## src/sv/three_wire_register_port_master_top_macros.svh

```systemverilog
// assertion macros used by the register port master back end
`ifndef THREE_WIRE_REGISTER_PORT_MASTER_TOP_MACROS_SVH
`define THREE_WIRE_REGISTER_PORT_MASTER_TOP_MACROS_SVH
`ifndef ASSERT_OFF
`define TRPM_ASSERT(lbl, clk, rst_n, prop) \
    lbl: assert property (@(posedge clk) disable iff (!rst_n) (prop)) \
        else $error("trpm assertion failed");
`define TRPM_NEVER(lbl, clk, rst_n, expr) \
    lbl: assert property (@(posedge clk) disable iff (!rst_n) !(expr)) \
        else $error("trpm forbidden condition seen");
`else
`define TRPM_ASSERT(lbl, clk, rst_n, prop)
`define TRPM_NEVER(lbl, clk, rst_n, expr)
`endif
`endif

```

## src/sv/trpm_pkg.sv

```systemverilog
// types and constants of the three-wire register port master
package trpm_pkg;

    localparam int WRITE_BITS_DEF = 32;
    localparam int READ_BITS_DEF  = 16;
    localparam int WORD_W         = 32;
    localparam int READ_WORD_W    = 16;
    localparam int PHASE_W        = 16;
    localparam logic [PHASE_W-1:0] PHASE_RESET = 16'd4;
    localparam int Q_DEPTH        = 2;
    localparam int IN_TDATA_W     = 40;
    localparam int OUT_TDATA_W    = 24;

    localparam logic [1:0] ACT_WRITE = 2'd1;
    localparam logic [1:0] ACT_READ  = 2'd2;

    typedef enum logic [3:0] {
        ST_IDLE     = 4'd0,
        ST_CE       = 4'd1,
        ST_SETUP    = 4'd2,
        ST_HIGH     = 4'd3,
        ST_TAIL     = 4'd4,
        ST_LATCH    = 4'd5,
        ST_RB_PREP  = 4'd6,
        ST_RB_DUMMY = 4'd7,
        ST_RB_LATCH = 4'd8,
        ST_RB_HIGH  = 4'd9,
        ST_RB_LOW   = 4'd10,
        ST_RB_END   = 4'd11
    } t_step;

    // one classified tick
    typedef struct packed {
        logic              start;
        logic              readback;
        logic              device;
        logic [WORD_W-1:0] word;
        logic              sample;
    } t_cmd;

    typedef struct packed {
        logic                   clock_pin;
        logic                   data_pin;
        logic                   latch_first;
        logic                   latch_second;
        logic                   enable_first;
        logic                   enable_second;
        logic                   busy_res;
        logic [READ_WORD_W-1:0] read_word;
        logic                   read_done;
    } t_res;

endpackage

```

## src/sv/trpm_front.sv

```systemverilog
// front end: takes input beats and classifies the requested action
module trpm_front
    import trpm_pkg::*;
#(
    parameter int WRITE_BITS = WRITE_BITS_DEF
) (
    input  logic                  i_s_axis_tvalid,
    output logic                  o_s_axis_tready,
    input  logic [IN_TDATA_W-1:0] i_s_axis_tdata,
    input  logic                  i_q_ready,
    output logic                  o_push,
    output t_cmd                  o_cmd
);

    logic [1:0]        action;
    logic [WORD_W-1:0] word;

    assign action = i_s_axis_tdata[1:0];
    assign word   = i_s_axis_tdata[WORD_W+2:3];

    assign o_s_axis_tready = i_q_ready;
    assign o_push          = i_s_axis_tvalid & i_q_ready;

    always_comb begin
        o_cmd.start    = action inside {ACT_WRITE, ACT_READ};
        o_cmd.readback = (action == ACT_READ);
        o_cmd.device   = i_s_axis_tdata[2];
        // only the low bits of the word go out on the wire
        o_cmd.word     = WORD_W'(word[WRITE_BITS-1:0]);
        o_cmd.sample   = i_s_axis_tdata[WORD_W+3];
    end

endmodule

```

## src/sv/trpm_queue.sv

```systemverilog
// short queue of classified ticks between front end and sequencer
module trpm_queue
    import trpm_pkg::*;
(
    input  logic i_clk,
    input  logic i_rst_n,
    input  logic i_push,
    input  t_cmd i_cmd,
    output logic o_ready,
    output logic o_valid,
    output t_cmd o_cmd,
    input  logic i_pop
);

    localparam int PtrW = $clog2(Q_DEPTH);
    localparam int CntW = $clog2(Q_DEPTH + 1);

    t_cmd            r_mem [Q_DEPTH];
    logic [PtrW-1:0] r_wp, n_wp;
    logic [PtrW-1:0] r_rp, n_rp;
    logic [CntW-1:0] r_cnt, n_cnt;

    assign o_ready = (r_cnt != CntW'(Q_DEPTH));
    assign o_valid = (r_cnt != '0);
    assign o_cmd   = r_mem[r_rp];

    always_comb begin
        n_wp  = i_push ? r_wp + PtrW'(1) : r_wp;
        n_rp  = i_pop ? r_rp + PtrW'(1) : r_rp;
        n_cnt = r_cnt + CntW'(i_push) - CntW'(i_pop);
    end

    always_ff @(posedge i_clk) begin
        if (!i_rst_n) begin
            r_wp  <= '0;
            r_rp  <= '0;
            r_cnt <= '0;
        end else begin
            r_wp  <= n_wp;
            r_rp  <= n_rp;
            r_cnt <= n_cnt;
        end
    end

    always_ff @(posedge i_clk) begin
        if (i_push) begin
            r_mem[r_wp] <= i_cmd;
        end
    end

endmodule

```

## src/sv/trpm_back.sv

```systemverilog
// back end: pin sequencer, phase register and result register
`include "three_wire_register_port_master_top_macros.svh"
module trpm_back
    import trpm_pkg::*;
#(
    parameter int WRITE_BITS = WRITE_BITS_DEF,
    parameter int READ_BITS  = READ_BITS_DEF
) (
    input  logic               i_clk,
    input  logic               i_rst_n,
    input  logic               i_cfg_wr_en,
    input  logic [PHASE_W-1:0] i_cfg_wr_data,
    input  logic               i_q_valid,
    input  t_cmd               i_cmd,
    output logic               o_pop,
    output logic               o_valid,
    input  logic               i_ready,
    output t_res               o_res
);

    localparam int MaxBits = (WRITE_BITS > READ_BITS) ? WRITE_BITS : READ_BITS;
    localparam int CntW    = $clog2(MaxBits + 1);

    logic [PHASE_W-1:0]    r_phase;
    t_step                 r_step, n_step;
    logic [PHASE_W-1:0]    r_tick, n_tick;
    logic [CntW-1:0]       r_bits, n_bits;
    logic [WRITE_BITS-1:0] r_oshift, n_oshift;
    logic [READ_BITS-1:0]  r_ishift, n_ishift;
    logic                  r_dev, n_dev;
    logic                  r_rb, n_rb;
    logic [1:0]            r_en, n_en;
    logic [1:0]            r_lat, n_lat;
    logic                  r_clk, n_clk;
    logic                  r_data, n_data;
    logic                  n_done;
    t_res                  r_out, n_out;
    logic                  r_out_valid;

    logic [PHASE_W-1:0] hold;
    logic [PHASE_W-1:0] tick_inc;
    logic [CntW-1:0]    bits_inc;
    logic               adv;

    // a fresh tick is taken whenever the result register is free or drains
    assign o_pop   = i_q_valid & (~r_out_valid | i_ready);
    assign o_valid = r_out_valid;
    assign o_res   = r_out;

    assign hold     = (r_phase == '0) ? PHASE_W'(1) : r_phase;
    assign tick_inc = r_tick + PHASE_W'(1);
    assign bits_inc = r_bits + CntW'(1);
    assign adv      = (tick_inc >= hold);

    // next step
    always_comb begin
        n_step = r_step;
        if (r_step == ST_IDLE) begin
            if (i_cmd.start) n_step = ST_CE;
        end else if (adv) begin
            case (r_step)
                ST_CE:       n_step = ST_SETUP;
                ST_SETUP:    n_step = ST_HIGH;
                ST_HIGH:     n_step = (bits_inc >= CntW'(WRITE_BITS)) ? ST_TAIL : ST_SETUP;
                ST_TAIL:     n_step = ST_LATCH;
                ST_LATCH:    n_step = r_rb ? ST_RB_PREP : ST_IDLE;
                ST_RB_PREP:  n_step = ST_RB_DUMMY;
                ST_RB_DUMMY: n_step = ST_RB_LATCH;
                ST_RB_LATCH: n_step = ST_RB_HIGH;
                ST_RB_HIGH:  n_step = ST_RB_LOW;
                ST_RB_LOW:   n_step = (r_bits >= CntW'(READ_BITS)) ? ST_RB_END : ST_RB_HIGH;
                ST_RB_END:   n_step = ST_IDLE;
                default:     n_step = ST_IDLE;
            endcase
        end
    end

    // pins, counters and shifters
    always_comb begin
        n_tick   = r_tick;
        n_bits   = r_bits;
        n_oshift = r_oshift;
        n_ishift = r_ishift;
        n_dev    = r_dev;
        n_rb     = r_rb;
        n_en     = r_en;
        n_lat    = r_lat;
        n_clk    = r_clk;
        n_data   = r_data;
        n_done   = 1'b0;
        if (r_step == ST_IDLE) begin
            if (i_cmd.start) begin
                n_dev              = i_cmd.device;
                n_rb               = i_cmd.readback;
                n_oshift           = i_cmd.word[WRITE_BITS-1:0];
                n_en[i_cmd.device] = 1'b1;
                n_tick             = '0;
                n_bits             = '0;
            end
        end else begin
            n_tick = adv ? '0 : tick_inc;
            if (adv) begin
                case (r_step)
                    ST_CE: begin
                        n_lat[r_dev] = 1'b0;
                        n_clk        = 1'b0;
                        n_bits       = '0;
                        n_data       = r_oshift[WRITE_BITS-1];
                    end
                    ST_SETUP: begin
                        n_clk = 1'b1;
                    end
                    ST_HIGH: begin
                        n_clk    = 1'b0;
                        n_oshift = {r_oshift[WRITE_BITS-2:0], 1'b0};
                        n_bits   = bits_inc;
                        if (bits_inc < CntW'(WRITE_BITS)) n_data = r_oshift[WRITE_BITS-2];
                    end
                    ST_TAIL: begin
                        n_lat[r_dev] = 1'b1;
                    end
                    ST_LATCH: begin
                        n_lat[r_dev] = 1'b0;
                        if (r_rb) begin
                            n_clk  = 1'b0;
                            n_data = 1'b1;
                        end
                    end
                    ST_RB_PREP: begin
                        n_clk = 1'b1;
                    end
                    ST_RB_DUMMY: begin
                        n_clk        = 1'b0;
                        n_data       = 1'b0;
                        n_lat[r_dev] = 1'b1;
                        n_ishift     = '0;
                        n_bits       = '0;
                    end
                    ST_RB_LATCH: begin
                        n_clk = 1'b1;
                    end
                    ST_RB_HIGH: begin
                        // sample on the last tick of clock high
                        n_ishift = {r_ishift[READ_BITS-2:0], i_cmd.sample};
                        n_bits   = bits_inc;
                        n_clk    = 1'b0;
                    end
                    ST_RB_LOW: begin
                        n_clk = 1'b1;
                    end
                    ST_RB_END: begin
                        n_lat[r_dev] = 1'b0;
                        n_clk        = 1'b0;
                        n_done       = 1'b1;
                    end
                    default: begin
                        n_done = 1'b0;
                    end
                endcase
            end
        end
    end

    always_comb begin
        n_out.clock_pin     = n_clk;
        n_out.data_pin      = n_data;
        n_out.latch_first   = n_lat[0];
        n_out.latch_second  = n_lat[1];
        n_out.enable_first  = n_en[0];
        n_out.enable_second = n_en[1];
        n_out.busy_res      = (n_step != ST_IDLE);
        n_out.read_word     = n_done ? READ_WORD_W'(n_ishift) : '0;
        n_out.read_done     = n_done;
    end

    always_ff @(posedge i_clk) begin
        if (!i_rst_n) begin
            r_phase     <= PHASE_RESET;
            r_step      <= ST_IDLE;
            r_tick      <= '0;
            r_bits      <= '0;
            r_oshift    <= '0;
            r_ishift    <= '0;
            r_dev       <= 1'b0;
            r_rb        <= 1'b0;
            r_en        <= '0;
            r_lat       <= '0;
            r_clk       <= 1'b0;
            r_data      <= 1'b0;
            r_out_valid <= 1'b0;
        end else begin
            if (i_cfg_wr_en) r_phase <= i_cfg_wr_data;
            if (o_pop) begin
                r_step   <= n_step;
                r_tick   <= n_tick;
                r_bits   <= n_bits;
                r_oshift <= n_oshift;
                r_ishift <= n_ishift;
                r_dev    <= n_dev;
                r_rb     <= n_rb;
                r_en     <= n_en;
                r_lat    <= n_lat;
                r_clk    <= n_clk;
                r_data   <= n_data;
            end
            if (o_pop) begin
                r_out_valid <= 1'b1;
            end else if (i_ready) begin
                r_out_valid <= 1'b0;
            end
        end
    end

    always_ff @(posedge i_clk) begin
        if (o_pop) r_out <= n_out;
    end

    `TRPM_NEVER(a_enable_sticky, i_clk, i_rst_n, $fell(r_en[0]) || $fell(r_en[1]))
    `TRPM_ASSERT(a_busy_has_enable, i_clk, i_rst_n, (r_step != ST_IDLE) |-> r_en[r_dev])
    `TRPM_ASSERT(a_done_ends_seq, i_clk, i_rst_n, (r_out_valid && r_out.read_done) |-> (!r_out.busy_res && !r_out.clock_pin))
    `TRPM_NEVER(a_idle_latch_low, i_clk, i_rst_n, (r_step == ST_IDLE) && (r_lat != '0) && r_rb)

endmodule

```

## src/sv/three_wire_register_port_master_top.sv

```systemverilog
// top level of the three-wire serial register port master
// Each input beat is one tick of a serial register port master for two radio chips and gives
// exactly one output beat with the pin levels after that tick. The block sustains one beat per
// clock in both directions while the output is not stalled; a beat is registered first in a
// two-entry queue and then in the result register, from which its result is presented.
// Action 1 starts a write of the low WRITE_BITS bits of write_word, action 2 a write
// of the command word followed by a READ_BITS readback; actions are ignored while busy. Every
// pin step lasts phase_ticks beats (0 acts as 1), so a write is busy for
// (2 * WRITE_BITS + 3) * phase_ticks beats and ends on the beat after. Write phase_ticks only
// while no beat is in flight. Input tdata: action[1:0], device[2], write_word[34:3],
// read_sample[35]. Output tdata: clock_pin[0], data_pin[1], latch_first[2], latch_second[3],
// enable_first[4], enable_second[5], busy_res[6], read_word[22:7], read_done[23].
module three_wire_register_port_master_top
    import trpm_pkg::*;
#(
    parameter int WRITE_BITS = WRITE_BITS_DEF,
    parameter int READ_BITS  = READ_BITS_DEF
) (
    input  logic                   i_clk,
    input  logic                   i_rst_n,
    input  logic                   i_s_axis_tvalid,
    output logic                   o_s_axis_tready,
    // action, device, write_word, read_sample, zero pad
    input  logic [IN_TDATA_W-1:0]  i_s_axis_tdata,
    output logic                   o_m_axis_tvalid,
    input  logic                   i_m_axis_tready,
    // clock_pin, data_pin, latch_first, latch_second, enable_first,
    // enable_second, busy_res, read_word, read_done
    output logic [OUT_TDATA_W-1:0] o_m_axis_tdata,
    input  logic                   i_cfg_wr_en,
    input  logic [PHASE_W-1:0]     i_cfg_wr_data
);

    logic q_ready;
    logic q_push;
    t_cmd front_cmd;
    logic q_valid;
    t_cmd q_cmd;
    logic q_pop;
    t_res res;

    trpm_front #(
        .WRITE_BITS (WRITE_BITS)
    ) u_front (
        .i_s_axis_tvalid (i_s_axis_tvalid),
        .o_s_axis_tready (o_s_axis_tready),
        .i_s_axis_tdata  (i_s_axis_tdata),
        .i_q_ready       (q_ready),
        .o_push          (q_push),
        .o_cmd           (front_cmd)
    );

    trpm_queue u_queue (
        .i_clk   (i_clk),
        .i_rst_n (i_rst_n),
        .i_push  (q_push),
        .i_cmd   (front_cmd),
        .o_ready (q_ready),
        .o_valid (q_valid),
        .o_cmd   (q_cmd),
        .i_pop   (q_pop)
    );

    trpm_back #(
        .WRITE_BITS (WRITE_BITS),
        .READ_BITS  (READ_BITS)
    ) u_back (
        .i_clk         (i_clk),
        .i_rst_n       (i_rst_n),
        .i_cfg_wr_en   (i_cfg_wr_en),
        .i_cfg_wr_data (i_cfg_wr_data),
        .i_q_valid     (q_valid),
        .i_cmd         (q_cmd),
        .o_pop         (q_pop),
        .o_valid       (o_m_axis_tvalid),
        .i_ready       (i_m_axis_tready),
        .o_res         (res)
    );

    assign o_m_axis_tdata = {res.read_done, res.read_word, res.busy_res,
                             res.enable_second, res.enable_first,
                             res.latch_second, res.latch_first,
                             res.data_pin, res.clock_pin};

endmodule

```

## config.mk

```make
export PLATFORM = sky130hd
export DESIGN_NAME = three_wire_register_port_master_top
export DESIGN_NICKNAME = d
export VERILOG_FILES = /design/src/sv/trpm_pkg.sv /design/src/sv/trpm_front.sv /design/src/sv/trpm_queue.sv /design/src/sv/trpm_back.sv /design/src/sv/three_wire_register_port_master_top.sv
export VERILOG_INCLUDE_DIRS = /design/src /design/src/sv
export SDC_FILE = /design/constraint.sdc
export NUM_CORES = 1
export LEC_CHECK = 0
export ABC_AREA = 1
export CAP_MARGIN = 20
export CORE_UTILIZATION = 50
export CTS_CLUSTER_DIAMETER = 80
export DETAILED_ROUTE_END_ITERATION = 16
export DONT_BUFFER_PORTS = 1
export PLACE_DENSITY = 0.63
export SYNTH_ARGS = -nofsm -noshare
export SYNTH_HDL_FRONTEND = slang
export SYNTH_SLANG_ARGS = --single-unit
```

## constraint.sdc

```tcl
create_clock -name i_clk -period 8.6 [get_ports i_clk]
set_clock_uncertainty 0.05 [all_clocks]
set_input_delay 1.29 -clock i_clk [delete_from_list [all_inputs] [get_ports i_clk]]
set_output_delay 1.29 -clock i_clk [all_outputs]
set_load 0.005 [all_outputs]
```

==> results by group <==
Timing
  • RSZ-0062 raised after global routing: no
  • Fin crit share: between 40% and 50%
  • Slew HR: about half
  • Period minus WS final: just under 4000 ps
  • Tightest Pin Transition: approximately 740 ps
  • Final setup vio count: 0
  • Fmax: 254 MHz
  • Final setup TNS: 0 ps
  • Worst hold slack: 399 ps
  • Final Max Tran Viols: 0
  • Number of hold violations in the final report: 0

Global routing
  • Grt ovf: 0
  • Largest net degree at the start of global routing: 70
  • Initial antenna violation count: 0
  • Number of global-route vias before repair: 6208
  • GRT Overall Usage: about a fifth
  • First-pass GRT wire length: a little under 30 mm

Place
  • Gp weighted congestion: between 0.8 and 0.9
  • I/O Buffers: 0
  • Post-DP HPWL: between 10 and 15 mm

Run
  • Maxcap violations: 0

Pwr
  • Worst vdd ir: approximately 0.00017 V
  • Power per Cell Area: 341 nW/µm²
  • Leakage: 4.38 nW

Die
  • Core ar.: about 18000 µm²
  • Die area: between 15000 and 20000 µm²
  • Starting Density: 51.6%
  • DIE HEIGHT: 139 µm
  • Die X: ~140 µm
  • Num ports: 87
  • FP Rows: around 50

Detailed routing
  • Avg WL per Cell: between 10 and 15 µm
  • Initial DRC Count: 428
  • Routed vias/inst: roughly 5.1
  • DR DRC count: 3
  • Final WL: about 18 mm
  • Vias after detailed routing: roughly 7000
  • TritonRoute pass-1 iters: 10
  • Routed Antenna Nets: 0

Setup path
  • CP Capture Type: flop
  • CP Max Fanout: 28
  • Crit Path Class: flop to flop
  • Crit path required time: 8800 ps
  • WP data arrival: about 4100 ps
  • Startpoint Class: flop

Yosys
  • Yosys cell types: 32
  • Post-Syn Area per Cell: about 8.3 µm²
  • Sequential fraction of the synthesis area: approximately 53%
  • Post-Synthesis Cells: between 1000 and 1500
  • Synthesized net count: ~1200
  • Mapped Area: approximately 9400 µm²
  • Synthesized flop and latch total: 200
  • Yosys Warn Count: 0

Clock tree
  • Clock Path Buffers: 2
  • Root buf cell: clkbuf_16
  • Post-CTS setup buffers: 0
  • Clk_lat worst skew: about 430 ps
  • Worst-path clk slew: 70 ps
  • H-tree levels: 4
  • Hold buffer count at CTS: 0
  • Clk sinks: 200
  • CTS tree: built
  • Post-CTS sizing: 0
  • CTS buffer count: 17

Cells and area
  • Area grow syn2layout: 8.62%
  • Nets@finish: roughly 1200
  • Diodes inserted: 0
  • Layout cells sized above 1: under 10%

Status
  • Failing checks: DRC
  • Outcome: complete, but fails checks

Hold path
  • HP Class: flop to flop
-- layout by cell type, fill, tap and decap left out, types with 2 or more instances in the layout --
cell / n
a21oi_1: 92
a21oi_4: 2
buf_12: 2
buf_4: 5
bufinv_16: 3
clkbuf_16: 17
clkinv_4: 4
clkinv_8: 2
dfxtp_1: 103
edfxtp_1: 96
ha_1: 21
inv_1: 178
inv_2: 8
inv_6: 3
inv_8: 2
nand2_1: 256
nand2_2: 2
nand3_1: 38
nand3_2: 3
nand4_1: 13
nor2_1: 98
nor2_2: 3
nor2_4: 5
nor3_1: 6
nor4_1: 5
o211ai_1: 34
o21ai_0: 78
o21bai_1: 2
o22ai_1: 16
xnor2_1: 8
xor2_1: 10
-- through the flow --
step	setup slack (ps)	utilization [%]	power (mW)	cell area (µm²)	instances
CTS	4570	56.0	3.51	10200	1352
floorplan	5100	-	2.41	9360	1134
detailed placement	4610	52.5	2.66	9530	1320
global placement	4650	52.3	2.64	9490	1318
finish	4660	56.0	3.47	10200	1352
global route	4210	56.0	3.75	10200	1352
-- final cells by class --
cell class | instances | area [µm²]
clock buffer | 17 | 425
clock inverter | 15 | 211
fill | 1637 | 7980
inverter | 186 | 698
multi-input combinational | 698 | 3510
sequential | 200 | 4970
tap | 229 | 287
timing repair buffer | 7 | 77.6
-- synthesized netlist by cell type --
master    number  area, µm²
clkbuf_1      29        109
buf_1          3       11.3
inv_1        178        668
ha_1          21        263
o22ai_1       16        100
o21a_1         1       7.51
edfxtp_1      96       2880
nand2_1      256        961
nor2_2         3       18.8
a21oi_1       92        460
a211oi_1       1       7.51
buf_2         18       90.1
nor2_4         3       33.8
nand2_2        2       12.5
dfxtp_1      104       2080
nand3_1       38        190
o21ai_0       78        390
a21oi_4        2       32.5
nand4_1       13       81.3
nor3_1         6       30.0
a41o_1         1       10.0
nand3_2        3       30.0
nor2_1       100        375
or2_2          1       6.26
mux2i_1        1       10.0
o21bai_1       2       15.0
inv_2          8       30.0
xor2_1        10       87.6
xnor2_1        8       70.1
o211ai_1      34        255
nor4_1         5       31.3
mux2_2         1       11.3
-- worst paths after layout --
kind	cells past startpoint	slack (ps)	from	endpoint
setup / recovery	14	4660	u_back.r_tick[0]$_SDFFE_PN0P_	u_back.o_res[2]$_SDFFCE_PN0P_
hold / removal	1	400	u_queue.r_rp$_SDFFE_PN0P_	flop
setup reg to reg	14	4660	u_back.r_tick[0]$_SDFFE_PN0P_	u_back.o_res[2]$_SDFFCE_PN0P_
hold reg to reg	1	400	u_queue.r_rp$_SDFFE_PN0P_	flop
-- metal layers --
layer	track usage (%)	vias up	routed length, µm	share of wire (%)
li1	-	3638	-	-
met3	4.21	20	676	3.8
met2	31.7	96	8300	47
met1	24.5	3075	8390	48
met5	0	-	0	0
met4	6.84	0	259	1.5
-- state kept, by name, summed over array words and instances, names as in the netlist, named ones only --
name,count
u_back.r_tick,16
u_back.r_lat,2
u_back.r_rb,1
u_back.o_res,24
u_queue.r_cnt,2
u_back.r_oshift,32
u_back.o_valid,1
u_back.r_phase,16
u_back.r_bits,6
u_back.r_en,2
u_back.r_step,4
u_queue.r_rp,1
u_back.r_ishift,16
u_queue.r_mem,72
u_back.r_data,1
u_back.r_clk,1
u_back.r_dev,1
u_queue.r_wp,1
-- cell families (layout without fill, tap and decap cells) --
group / Yosys count / in the layout / synth area share (%)
xor+xnor: 18 / 18 / 1.68
mux: 2 / 2 / 0.227
flops: 200 / 200 / 53.0
fa+ha+maj: 21 / 21 / 2.81
compound gates: 227 / 227 / 13.7
simple gates: 430 / 430 / 18.9
buf+inv: 236 / 225 / 9.70
-- where the power goes --
group	internal [mW]	switching, mW
logic	0.383	0.860
clock network	0.471	0.366
registers	1.28	0.114
total	2.13	1.34
-- critical path: stages, from the launching register on --
cell and delay, ps:
dfxtp_1 410, ha_1 220, nand3_1 120, inv_1 100
nand3_1 150, nor2_1 190, xnor2_1 130, inv_1 70
ha_1 270, nand2_1 80, nor4_1 270, nand2_1 150
nand2_2 450, nand3_1 670, a21oi_1 370
No activity file was read; power rests on OpenSTA's default activity.
